--- src/hw/rtl/mthd_pkg.sv ---
// Shared constants and types for the median threshold hit detector.
package mthd_pkg;

	localparam int NUM_CH      = 10;
	localparam int COUNT_BITS  = 16;
	localparam int FIELD_CH    = 10;
	localparam int PWR_W       = 32;
	localparam int FUDGE_W     = 16;
	localparam int FRAC_W      = 8;
	localparam int RANK_W      = 4;
	localparam int PLAYER_W    = 4;
	localparam int CNT_OUT_W   = 16;
	localparam int CNT_W       = $clog2(NUM_CH + 1);
	localparam int IDX_W       = $clog2(NUM_CH);
	localparam int PROD_W      = PWR_W + FUDGE_W;
	localparam int CFG_IDX_W   = 1;
	localparam int CFG_DATA_W  = FUDGE_W;
	localparam int IN_TDATA_W  = ((FIELD_CH * PWR_W + 7) / 8) * 8;
	localparam int OUT_BITS    = 1 + PLAYER_W + FIELD_CH * CNT_OUT_W;
	localparam int OUT_TDATA_W = ((OUT_BITS + 7) / 8) * 8;

	localparam logic [FUDGE_W-1:0] FUDGE_RST = FUDGE_W'(2560);
	localparam logic [RANK_W-1:0]  RANK_RST  = RANK_W'(4);

	localparam logic [CFG_IDX_W-1:0] REG_FUDGE = CFG_IDX_W'(0);
	localparam logic [CFG_IDX_W-1:0] REG_RANK  = CFG_IDX_W'(1);

	typedef enum logic {
		CMD_EVAL  = 1'b0,
		CMD_CLEAR = 1'b1
	} cmd_t;

	typedef logic [NUM_CH-1:0][PWR_W-1:0]      pwr_arr_t;
	typedef logic [NUM_CH-1:0][COUNT_BITS-1:0] cnt_arr_t;

	// Rank counts of one lane: values strictly below it, and values equal to it.
	typedef struct packed {
		logic [CNT_W-1:0] less;
		logic [CNT_W-1:0] eq;
	} lane_res_t;

	typedef lane_res_t [NUM_CH-1:0] lane_arr_t;

	// Control that goes with an item into the state update.
	typedef struct packed {
		logic             en;
		cmd_t             cmd;
		logic [IDX_W-1:0] win;
	} upd_t;

endpackage

--- src/hw/rtl/mthd_lane.sv ---
// One rank lane: counts the channel powers below and equal to its own power.
module mthd_lane (
	input  logic [mthd_pkg::PWR_W-1:0] own,
	input  mthd_pkg::pwr_arr_t         pw,
	output mthd_pkg::lane_res_t        res
);

	always_comb begin
		res.less = '0;
		res.eq   = '0;
		for (int j = 0; j < mthd_pkg::NUM_CH; j++) begin
			if (pw[j] < own)
				res.less = res.less + mthd_pkg::CNT_W'(1);
			if (pw[j] == own)
				res.eq = res.eq + mthd_pkg::CNT_W'(1);
		end
	end

endmodule

--- src/hw/rtl/mthd_merge.sv ---
// Merge of the lane ranks: median value, maximum value and winning channel.
module mthd_merge (
	input  mthd_pkg::lane_arr_t                lanes,
	input  mthd_pkg::pwr_arr_t                 pw,
	input  logic [mthd_pkg::RANK_W-1:0]        rank,
	output logic [mthd_pkg::PWR_W-1:0]         med,
	output logic [mthd_pkg::PWR_W-1:0]         max_val,
	output logic [mthd_pkg::IDX_W-1:0]         win
);

	logic [mthd_pkg::CNT_W:0] rank_sat;
	logic [mthd_pkg::CNT_W:0] lo;
	logic [mthd_pkg::CNT_W:0] hi;
	logic                     is_med;
	logic                     is_max;

	always_comb begin
		// Clamp the rank to the top position.
		if (rank > mthd_pkg::RANK_W'(mthd_pkg::NUM_CH - 1))
			rank_sat = (mthd_pkg::CNT_W + 1)'(mthd_pkg::NUM_CH - 1);
		else
			rank_sat = (mthd_pkg::CNT_W + 1)'(rank);
		med     = '0;
		max_val = '0;
		win     = '0;
		lo      = '0;
		hi      = '0;
		is_med  = 1'b0;
		is_max  = 1'b0;
		// A lane holds rank r when r falls in [less, less + eq); equal values share it.
		for (int i = 0; i < mthd_pkg::NUM_CH; i++) begin
			lo     = (mthd_pkg::CNT_W + 1)'(lanes[i].less);
			hi     = lo + (mthd_pkg::CNT_W + 1)'(lanes[i].eq);
			is_med = (lo <= rank_sat) && (rank_sat < hi);
			is_max = (hi == (mthd_pkg::CNT_W + 1)'(mthd_pkg::NUM_CH));
			if (is_med)
				med = med | pw[i];
			if (is_max) begin
				max_val = max_val | pw[i];
				win     = mthd_pkg::IDX_W'(i);
			end
		end
	end

endmodule

--- src/hw/rtl/mthd_hit.sv ---
// Hit decision, saturating per-channel hit counters, sticky flag and last winner.
module mthd_hit (
	input  logic                            clk,
	input  logic                            arst_n,
	input  mthd_pkg::upd_t                  upd,
	input  logic [mthd_pkg::PWR_W-1:0]      max_val,
	input  logic [mthd_pkg::PROD_W-1:0]     thr,
	output logic                            flag_q,
	output logic [mthd_pkg::PLAYER_W-1:0]   player_q,
	output mthd_pkg::cnt_arr_t              counts_q
);

	logic [mthd_pkg::PROD_W-1:0] lhs;
	logic                        hit;

	always_comb begin
		lhs = mthd_pkg::PROD_W'({max_val, {mthd_pkg::FRAC_W{1'b0}}});
		hit = (upd.cmd == mthd_pkg::CMD_EVAL) && (lhs > thr) && (max_val != '0);
	end

	always_ff @(posedge clk or negedge arst_n) begin
		if (!arst_n) begin
			flag_q   <= 1'b0;
			player_q <= '0;
			counts_q <= '0;
		end else if (upd.en) begin
			if (upd.cmd == mthd_pkg::CMD_CLEAR) begin
				flag_q <= 1'b0;
			end else if (hit) begin
				flag_q   <= 1'b1;
				player_q <= mthd_pkg::PLAYER_W'(upd.win);
				if (counts_q[upd.win] != '1)
					counts_q[upd.win] <= counts_q[upd.win] + mthd_pkg::COUNT_BITS'(1);
			end
		end
	end

	a_cnt_monotonic: assert property (@(posedge clk) disable iff (!arst_n)
		upd.en |=> counts_q[$past(upd.win)] >= $past(counts_q[upd.win]))
		else $error("hit counter went down");

	a_clear_holds: assert property (@(posedge clk) disable iff (!arst_n)
		upd.en && (upd.cmd == mthd_pkg::CMD_CLEAR) |=> !flag_q && $stable(counts_q)
			&& $stable(player_q))
		else $error("clear item changed counters or left flag set");

	a_flag_rise: assert property (@(posedge clk) disable iff (!arst_n)
		$rose(flag_q) |-> $past(upd.en) && ($past(upd.cmd) == mthd_pkg::CMD_EVAL))
		else $error("flag set without an evaluate item");

	a_flag_count: assert property (@(posedge clk) disable iff (!arst_n)
		flag_q |-> counts_q[player_q[mthd_pkg::IDX_W-1:0]] != '0)
		else $error("flag set but winner counter is zero");

endmodule

--- src/hw/rtl/median_threshold_hit_detector.sv ---
// Top level of the median threshold hit detector: pipeline, config and stream ports.
//
//  channel | dir | handshake          | payload
//  --------+-----+--------------------+-------------------------------------------------
//  s_      | in  | s_tvalid/s_tready  | tuser: cmd; tdata: power_0 .. power_9
//  m_      | out | m_tvalid/m_tready  | tdata: hit_flag, hit_player, count_0 .. count_9
//  cfg_    | in  | cfg_we             | cfg_idx 0 fudge_factor, 1 median_rank; cfg_data
//
// One item per cycle sustained while m_tready stays high; an accepted item passes the
// input register, then lane ranks, merge, multiply and the state update into the output.
// The state registers are the output register: they hold until the result is taken.
// Reset clears the pipeline valids, counters, flag and winner, and loads the
// config defaults. A stall at m_tready backs up stage by stage; bubbles collapse.
module median_threshold_hit_detector (
	input  logic                                  clk,
	input  logic                                  arst_n,
	input  logic                                  s_tvalid,
	output logic                                  s_tready,
	input  logic [mthd_pkg::IN_TDATA_W-1:0]       s_tdata,   // power_0 .. power_9, 32 bits each
	input  logic                                  s_tuser,   // cmd
	output logic                                  m_tvalid,
	input  logic                                  m_tready,
	output logic [mthd_pkg::OUT_TDATA_W-1:0]      m_tdata,   // hit_flag, hit_player[4], count_0..9[16]
	input  logic                                  cfg_we,
	input  logic [mthd_pkg::CFG_IDX_W-1:0]        cfg_idx,
	input  logic [mthd_pkg::CFG_DATA_W-1:0]       cfg_data
);

	// Configuration registers.
	logic [mthd_pkg::FUDGE_W-1:0] fudge_q;
	logic [mthd_pkg::RANK_W-1:0]  rank_q;

	// Stage valids and stage advance.
	logic v_s1, v_s2, v_s3, v_s4, out_v_q;
	logic rdy1, rdy2, rdy3, rdy4;

	// Stage 1: captured item.
	mthd_pkg::cmd_t     cmd_s1;
	mthd_pkg::pwr_arr_t pw_s1;

	// Stage 2: lane ranks.
	mthd_pkg::cmd_t      cmd_s2;
	mthd_pkg::pwr_arr_t  pw_s2;
	mthd_pkg::lane_arr_t lanes_c;
	mthd_pkg::lane_arr_t lanes_s2;

	// Stage 3: median, maximum and winner.
	logic [mthd_pkg::PWR_W-1:0] med_c, max_c;
	logic [mthd_pkg::IDX_W-1:0] win_c;
	mthd_pkg::cmd_t             cmd_s3;
	logic [mthd_pkg::PWR_W-1:0] med_s3, max_s3;
	logic [mthd_pkg::IDX_W-1:0] win_s3;

	// Stage 4: threshold product.
	mthd_pkg::cmd_t              cmd_s4;
	logic [mthd_pkg::PWR_W-1:0]  max_s4;
	logic [mthd_pkg::IDX_W-1:0]  win_s4;
	logic [mthd_pkg::PROD_W-1:0] thr_s4;

	// State seen on the output.
	mthd_pkg::upd_t                upd;
	logic                          flag_q;
	logic [mthd_pkg::PLAYER_W-1:0] player_q;
	mthd_pkg::cnt_arr_t            counts_q;

	// Config writes; software writes only while the pipeline is empty (not enforced here).
	always_ff @(posedge clk or negedge arst_n) begin
		if (!arst_n) begin
			fudge_q <= mthd_pkg::FUDGE_RST;
			rank_q  <= mthd_pkg::RANK_RST;
		end else if (cfg_we) begin
			if (cfg_idx == mthd_pkg::REG_FUDGE)
				fudge_q <= cfg_data;
			if (cfg_idx == mthd_pkg::REG_RANK)
				rank_q <= cfg_data[mthd_pkg::RANK_W-1:0];
		end
	end

	// Each stage advances when it is empty or the one below moves on.
	always_comb begin
		rdy4     = !out_v_q || m_tready;
		rdy3     = !v_s4 || rdy4;
		rdy2     = !v_s3 || rdy3;
		rdy1     = !v_s2 || rdy2;
		s_tready = !v_s1 || rdy1;
		m_tvalid = out_v_q;
	end

	always_ff @(posedge clk or negedge arst_n) begin
		if (!arst_n) begin
			v_s1    <= 1'b0;
			v_s2    <= 1'b0;
			v_s3    <= 1'b0;
			v_s4    <= 1'b0;
			out_v_q <= 1'b0;
		end else begin
			if (s_tready)
				v_s1 <= s_tvalid;
			if (rdy1)
				v_s2 <= v_s1;
			if (rdy2)
				v_s3 <= v_s2;
			if (rdy3)
				v_s4 <= v_s3;
			if (rdy4)
				out_v_q <= v_s4;
		end
	end

	// Capture the item; every power field maps to a channel.
	always_ff @(posedge clk) begin
		if (s_tready && s_tvalid) begin
			cmd_s1 <= mthd_pkg::cmd_t'(s_tuser);
			for (int i = 0; i < mthd_pkg::NUM_CH; i++)
				pw_s1[i] <= s_tdata[i*mthd_pkg::PWR_W +: mthd_pkg::PWR_W];
		end
	end

	// One lane per channel ranks its power against all channel powers, its own included.
	for (genvar g = 0; g < mthd_pkg::NUM_CH; g++) begin : g_lane
		mthd_lane u_lane (
			.own (pw_s1[g]),
			.pw  (pw_s1),
			.res (lanes_c[g])
		);
	end

	always_ff @(posedge clk) begin
		if (rdy1 && v_s1) begin
			cmd_s2   <= cmd_s1;
			pw_s2    <= pw_s1;
			lanes_s2 <= lanes_c;
		end
	end

	// Merge lane results into median, maximum and highest winning channel.
	mthd_merge u_merge (
		.lanes   (lanes_s2),
		.pw      (pw_s2),
		.rank    (rank_q),
		.med     (med_c),
		.max_val (max_c),
		.win     (win_c)
	);

	always_ff @(posedge clk) begin
		if (rdy2 && v_s2) begin
			cmd_s3 <= cmd_s2;
			med_s3 <= med_c;
			max_s3 <= max_c;
			win_s3 <= win_c;
		end
	end

	// Threshold: median (Q16.16) times fudge factor (Q8.8), exact in Q24.24.
	always_ff @(posedge clk) begin
		if (rdy3 && v_s3) begin
			cmd_s4 <= cmd_s3;
			max_s4 <= max_s3;
			win_s4 <= win_s3;
			thr_s4 <= mthd_pkg::PROD_W'(med_s3) * mthd_pkg::PROD_W'(fudge_q);
		end
	end

	// Update the state as the item moves into the output slot.
	always_comb begin
		upd.en  = rdy4 && v_s4;
		upd.cmd = cmd_s4;
		upd.win = win_s4;
	end

	mthd_hit u_hit (
		.clk      (clk),
		.arst_n   (arst_n),
		.upd      (upd),
		.max_val  (max_s4),
		.thr      (thr_s4),
		.flag_q   (flag_q),
		.player_q (player_q),
		.counts_q (counts_q)
	);

	// Pack the result; counters show their low 16 bits, pad bits read zero.
	always_comb begin
		m_tdata    = '0;
		m_tdata[0] = flag_q;
		m_tdata[1 +: mthd_pkg::PLAYER_W] = player_q;
		for (int k = 0; k < mthd_pkg::NUM_CH; k++)
			m_tdata[1 + mthd_pkg::PLAYER_W + k*mthd_pkg::CNT_OUT_W +: mthd_pkg::CNT_OUT_W] =
				mthd_pkg::CNT_OUT_W'(counts_q[k]);
	end

endmodule
--- config.mk ---
export PLATFORM = sky130hd
export DESIGN_NAME = median_threshold_hit_detector
export DESIGN_NICKNAME = d
export VERILOG_FILES = /design/src/hw/rtl/mthd_pkg.sv /design/src/hw/rtl/mthd_lane.sv /design/src/hw/rtl/mthd_merge.sv /design/src/hw/rtl/mthd_hit.sv /design/src/hw/rtl/median_threshold_hit_detector.sv
export SDC_FILE = /design/constraint.sdc
export NUM_CORES = 2
export LEC_CHECK = 0
export ABC_AREA = 1
export BUFFER_PORTS_ARGS = -buffer_cell sky130_fd_sc_hd__buf_2
export CAP_MARGIN = 10
export CORE_AREA = 2 2 521 627
export CTS_CLUSTER_SIZE = 25
export DETAILED_ROUTE_END_ITERATION = 7
export DIE_AREA = 0 0 523 629
export GPL_ROUTABILITY_DRIVEN = 0
export GPL_TIMING_DRIVEN = 0
export PLACE_DENSITY = 0.47
export SETUP_SLACK_MARGIN = 0.15
export SLEW_MARGIN = 25
export SYNTH_ARGS = -nofsm -noshare
export SYNTH_HDL_FRONTEND = slang
export SYNTH_SLANG_ARGS = --single-unit
--- constraint.sdc ---
create_clock -name clk -period 21.3 [get_ports clk]
set_input_delay 3.195 -clock clk [delete_from_list [all_inputs] [get_ports clk]]
set_output_delay 3.195 -clock clk [all_outputs]
set_load 0.01 [all_outputs]
== After elaboration in Yosys (flattened, before gate mapping) ==
Cells that the tools add are included.
Storage, ports and cells
  output and inout bits: 170
  word-level logic and storage cells: 768
  bits of input ports: 343
  flip-flop bits (word level): 1066
Operators by class
  equal/unequal tests: 101
  multiplexer cells: 226
  bitwise logic cells: 20
  add/sub/neg operators: 190
  reductions and logical operators: 36
  $mul: 1
  $lt $le $gt $ge: 124
Operators with widths (number)
  less-than comparator 32 bit: 100
  equality test 32 bit: 90
  two-way mux 4 bit: 171
  two-way mux 32 bit: 20
  adder 4 x 1 -> 4 bit (second input constant): 159
  OR 32 bit: 18
  bitwise mux 160 bit: 1
  binary-select mux 16 bit (select 4 bit): 1
  demux 16 bit (select 4 bit): 1
  adder 4 x 4 -> 5 bit: 10
  equality test 5 x 4 -> 1 bit (second input constant): 10
  greater-than comparator 40 x 48 -> 1 bit: 1
  multiplier 32 x 16 -> 48 bit: 1
  <= comparator 4 x 5 -> 1 bit: 9
  less-than comparator 5 bit: 9
  adder 1 x 1 -> 2 bit (second input constant): 19
  two-way mux 16 bit: 2
  nonzero test 32 bit: 1
  two-way mux 1 bit: 23
  logical AND 1 bit: 18
  adder 16 x 1 -> 16 bit (second input constant): 1
  != test 16 bit (second input constant): 1
  two-way mux 3 bit: 4
  two-way mux 2 bit: 3
  14 further kinds: 25

== Depth between registers and ports, before layout ==
  depth in word-level cells: 23
  mapped depth: 44
  gate-level depth less buffers: 44

== Cells and area by module ==
Synthesis repeated with hierarchy kept, for this count alone.
Unflattened totals
  cells, all modules: 19882
  area total of the unflattened synthesis: 152759.0 sq um
Modules (own cells, without submodules)
  mthd_lane: cells an instance 1335, instances 10, area an instance 8937.3 sq um, seq. area each 0.0 sq um
  median_threshold_hit_detector: cells an instance 3532, instances 1, area an instance 45238.4 sq um, seq. area each 26934.6 sq um
  mthd_hit: cells an instance 1248, instances 1, area an instance 9390.3 sq um, seq. area each 4129.0 sq um
  mthd_merge: cells an instance 1752, instances 1, area an instance 8757.1 sq um, seq. area each 0.0 sq um

== Worst setup path after synthesis ==
No wires, ideal clock.
  kind: input-to-reg
  start: in m_tready
  end: reg cmd_s2 (enable)
  data arrival time: 20.319 ns
  slack: -0.202 ns
  setup time: 1.183 ns
  stages: 8
  data required time: 20.117 ns
  buffers on the path: 0
  path through: nor2_1 -> inv_1 -> nor2_1 -> inv_1 -> nor2_1 -> inv_1 -> nor2_1 -> nor2_1
Between the ends
  longest elaborated chain between the ends: 5
Ends and longest elaborated chain
  start, declared: line median_threshold_hit_detector.sv:22  | input logic m_tready,
  logical OR 1 bit: line median_threshold_hit_detector.sv:81  | rdy4 = !out_v_q || m_tready;
  logical OR 1 bit: line median_threshold_hit_detector.sv:82  | rdy3 = !v_s4 || rdy4;
  logical OR 1 bit: line median_threshold_hit_detector.sv:83  | rdy2 = !v_s3 || rdy3;
  logical OR 1 bit: line median_threshold_hit_detector.sv:84  | rdy1 = !v_s2 || rdy2;
  logical AND 1 bit: line median_threshold_hit_detector.sv:129  | if (rdy1 && v_s1) begin
  end signal, assigned: line median_threshold_hit_detector.sv:130  | cmd_s2 <= cmd_s1;
  end, declared: line median_threshold_hit_detector.sv:42  | mthd_pkg::cmd_t cmd_s2;
No other way between the ends.
A chain may end at the register's enable or synchronous reset.

==> summary.md <==
| Metric | Value |
|---|---|
| Overflow after GRT | `0` |
| Max-cap violations | `0` |
| Critical path endpoint category | `flop` |
| Root buffer cell | `clkbuf_16` |
| CTS tree | `yes` |
| Synth warnings | `0` |
| Synth top area share | `0.248` |
| Final hold slack | `between 0.3 and 0.4 ns` |
| Final worst-path cycle share | `0.448` |
| Initial drt markers | `around 9k` |
| Total global-route track usage | `0.287` |
| # clock sinks | `1066` |
| Placed cells | `~18k` |
| Top cells by area, synth | `edfxtp_1, ha_1, nand2_1` |
| Hold buffers post-CTS | `0` |
| Final critical-path required period | `9.54 ns` |
| DR WL/cell | `26.9 um` |
| Clock-pin slew on the worst setup and hold paths | `approximately 0.06 ns` |
| Mapped Cells | `about 13k` |
| Layout Utilization | `0.373` |
| Worst min-delay path class | `reg2reg` |
| Clock latency on the worst-skew pair | `between 0.9 and 1 ns` |
| Status | `finished clean` |
| Ys async rst share | `0.178` |
| Crit-path slowest cell | `nor3_1` |
| Area grow syn2layout | `13.2%` |
| Initial antenna violation count | `slightly above 40` |
| Worst EP required | `roughly 22 ns` |
| Final setup fails | `0` |
| Initial Utilization | `0.329` |
| Crit path DAT | `10.19 ns` |
| Delay-heaviest family, CP | `simple AND/OR/NAND/NOR gates` |
| First-pass iteration count of the detailed router | `8` |
| Skew final | `around 0.077 ns` |
| DRC errors left | `0` |
| Dominant synthesized flop cell | `edfxtp_1` |
| RSZ-0062 raised after global routing | `false` |
| Slew Limit Fails | `0` |
| Die ar. | `329000 um2` |
| Fin cells | `between 15k and 20k` |
| Seq cells post-synth | `1066` |
| Antenna-violating nets left | `0` |
| Vias in the first global route | `90.6k` |
| Die width | `523 um` |
| First-pass GRT wire length | `approximately 670000 um` |
| Fmax achieved | `around 0.10 GHz` |
| Largest net degree at the start of global routing | `just over 70` |
| Share of cells above drive strength 1 | `0.0948` |
| Buffer depth of the longest clock path | `4` |
| Fin. Hold Viols | `0` |
| Most frequent cells in the layout | `nand2_1, inv_1, ha_1, edfxtp_1, a21oi_1` |
| Most frequent cell on the critical path | `inv_1` |
| Die Height | `roughly 630 um` |
| Synthesized area per cell | `8.35 um2` |
| Vias per std cell | `approximately 5.3` |
| Vias post-DR | `94.2k` |
| I/O pin total | `about 500` |
| Setup CP Type | `reg2reg` |
| # fillers | `roughly 34k` |
| Largest area contributor in the netlist | `edfxtp_1` |
| Commonest non-fill, non-tap cell in the layout | `nand2_1` |
| Final #Nets | `about 16k` |
| Post-CTS setup buffers | `0` |
| # port buffers | `509` |
| CORE AREA | `between 300000 and 400000 um2` |
| Inserted Clock Buffers | `between 100 and 150` |
| Num rows | `~230` |
| CP Max Fanout | `9` |
| Setup tns final | `0 ns` |
| Startpoint Class | `flop` |
| Number of flops mapped to enable cells by yosys | `876` |
| Drt total wl | `approximately 480000 um` |
| Worst Max-Slew Pin Slew | `1.24 ns` |
| CP max stage delay | `0.81 ns` |
| Synth unique cells | `86` |
| H-tree depth | `3` |
| CTS resizes | `0` |
| Synth Cell Area | `about 110000 um2` |
| Seq/Total Area, Yosys | `0.292` |
| Max_slew headroom | `0.173` |
| WP buf/inv | `10` |
| Final HPWL DP | `around 400000 um` |
==> Yosys cell counts (187+ instances only) <==
library cell and instances:
nand3_1 667, nand4_1 217, clkbuf_1 191, nor2_1 605, inv_1 2164, ha_1 1861, a21oi_1 857, o21ai_0 365
nand2_1 2794, dfrtp_1 187, fa_1 432, edfxtp_1 876
==> worst reg2reg max path: cells and delay by family, from the launching register on <==
| kind | cells | cell delay, ns |
|---|---|---|
| flops | 1 | 0.70 |
| compound gates | 3 | 0.87 |
| xor+xnor | 1 | 0.16 |
| simple gates | 14 | 3.67 |
| buf+inv | 10 | 1.21 |
| fa+ha+maj | 9 | 2.72 |
==> per-stage QoR <==
step                instance area, um2  setup slack (ns)
floorplan                       106000              3.24
detailed placement              116000             11.79
global placement                114000             -5.51
global route                    120000             11.56
CTS                             120000             11.80
finish                          120000             11.76
==> sequential cells by signal, indices dropped and copies added, names as in the netlist, 4 cells and up <==
signal,count
max_s3,32
max_s4,32
win_s3,4
fudge_q,16
u_hit.player_q,4
u_hit.counts_q,160
med_s3,32
pw_s1,320
thr_s4,48
rank_q,4
pw_s2,320
win_s4,4
lanes_s2,80
==> kinds of logic after synthesis <==
logic type / synth area share
XOR/XNOR: 0.0124
multiplexers: 0.00137
other: 0.0000353
AO/OA/AOI/OAI: 0.106
flip-flops: 0.292
buffers and inverters: 0.0889
adder cells (fa/ha/maj): 0.301
AND/OR/NAND/NOR: 0.199
==> final timing paths <==
kind	from	endpoint	slack, ns	cells after the start
min reg2reg	max_s3[26]	max_s4[26]	0.36	0
min in group asynchronous	arst_n	u_hit.counts_q[23]	2.16	1
max reg2reg	pw_s1[30]	lanes_s2[74]	11.76	37
max in group asynchronous	arst_n	u_hit.player_q[3]	18.06	3
max	pw_s1[30]	lanes_s2[74]	11.76	37
min	max_s3[26]	max_s4[26]	0.36	0
==> cell type report <==
class	count	area, um2	share of cell area
Buffer	249	1070	0.00892
Antenna cell	12	30.0	0.000250
Tap cell	4273	5350	0.0444
Timing Repair Buffer	600	4140	0.0345
Sequential cell	1066	31100	0.258
Clock buffer	142	3220	0.0268
Clock inverter	89	947	0.00787
Inverter	2235	8410	0.0699
Multi-Input combinational cell	9180	66000	0.549
==> routing by layer <==
| layer | vias up | track usage | routed length (um) |
|---|---|---|---|
| li1 | 44400 | - | - |
| met1 | 45000 | 0.360 | 194000 |
| met2 | 3729 | 0.463 | 217000 |
| met3 | 978 | 0.0363 | 31900 |
| met4 | 12 | 0.185 | 37800 |
| met5 | - | 0 | 86 |
Power is left out: the tool's default activity adds up to more than one toggle a clock period on the data nets, which glitch-free logic cannot reach.
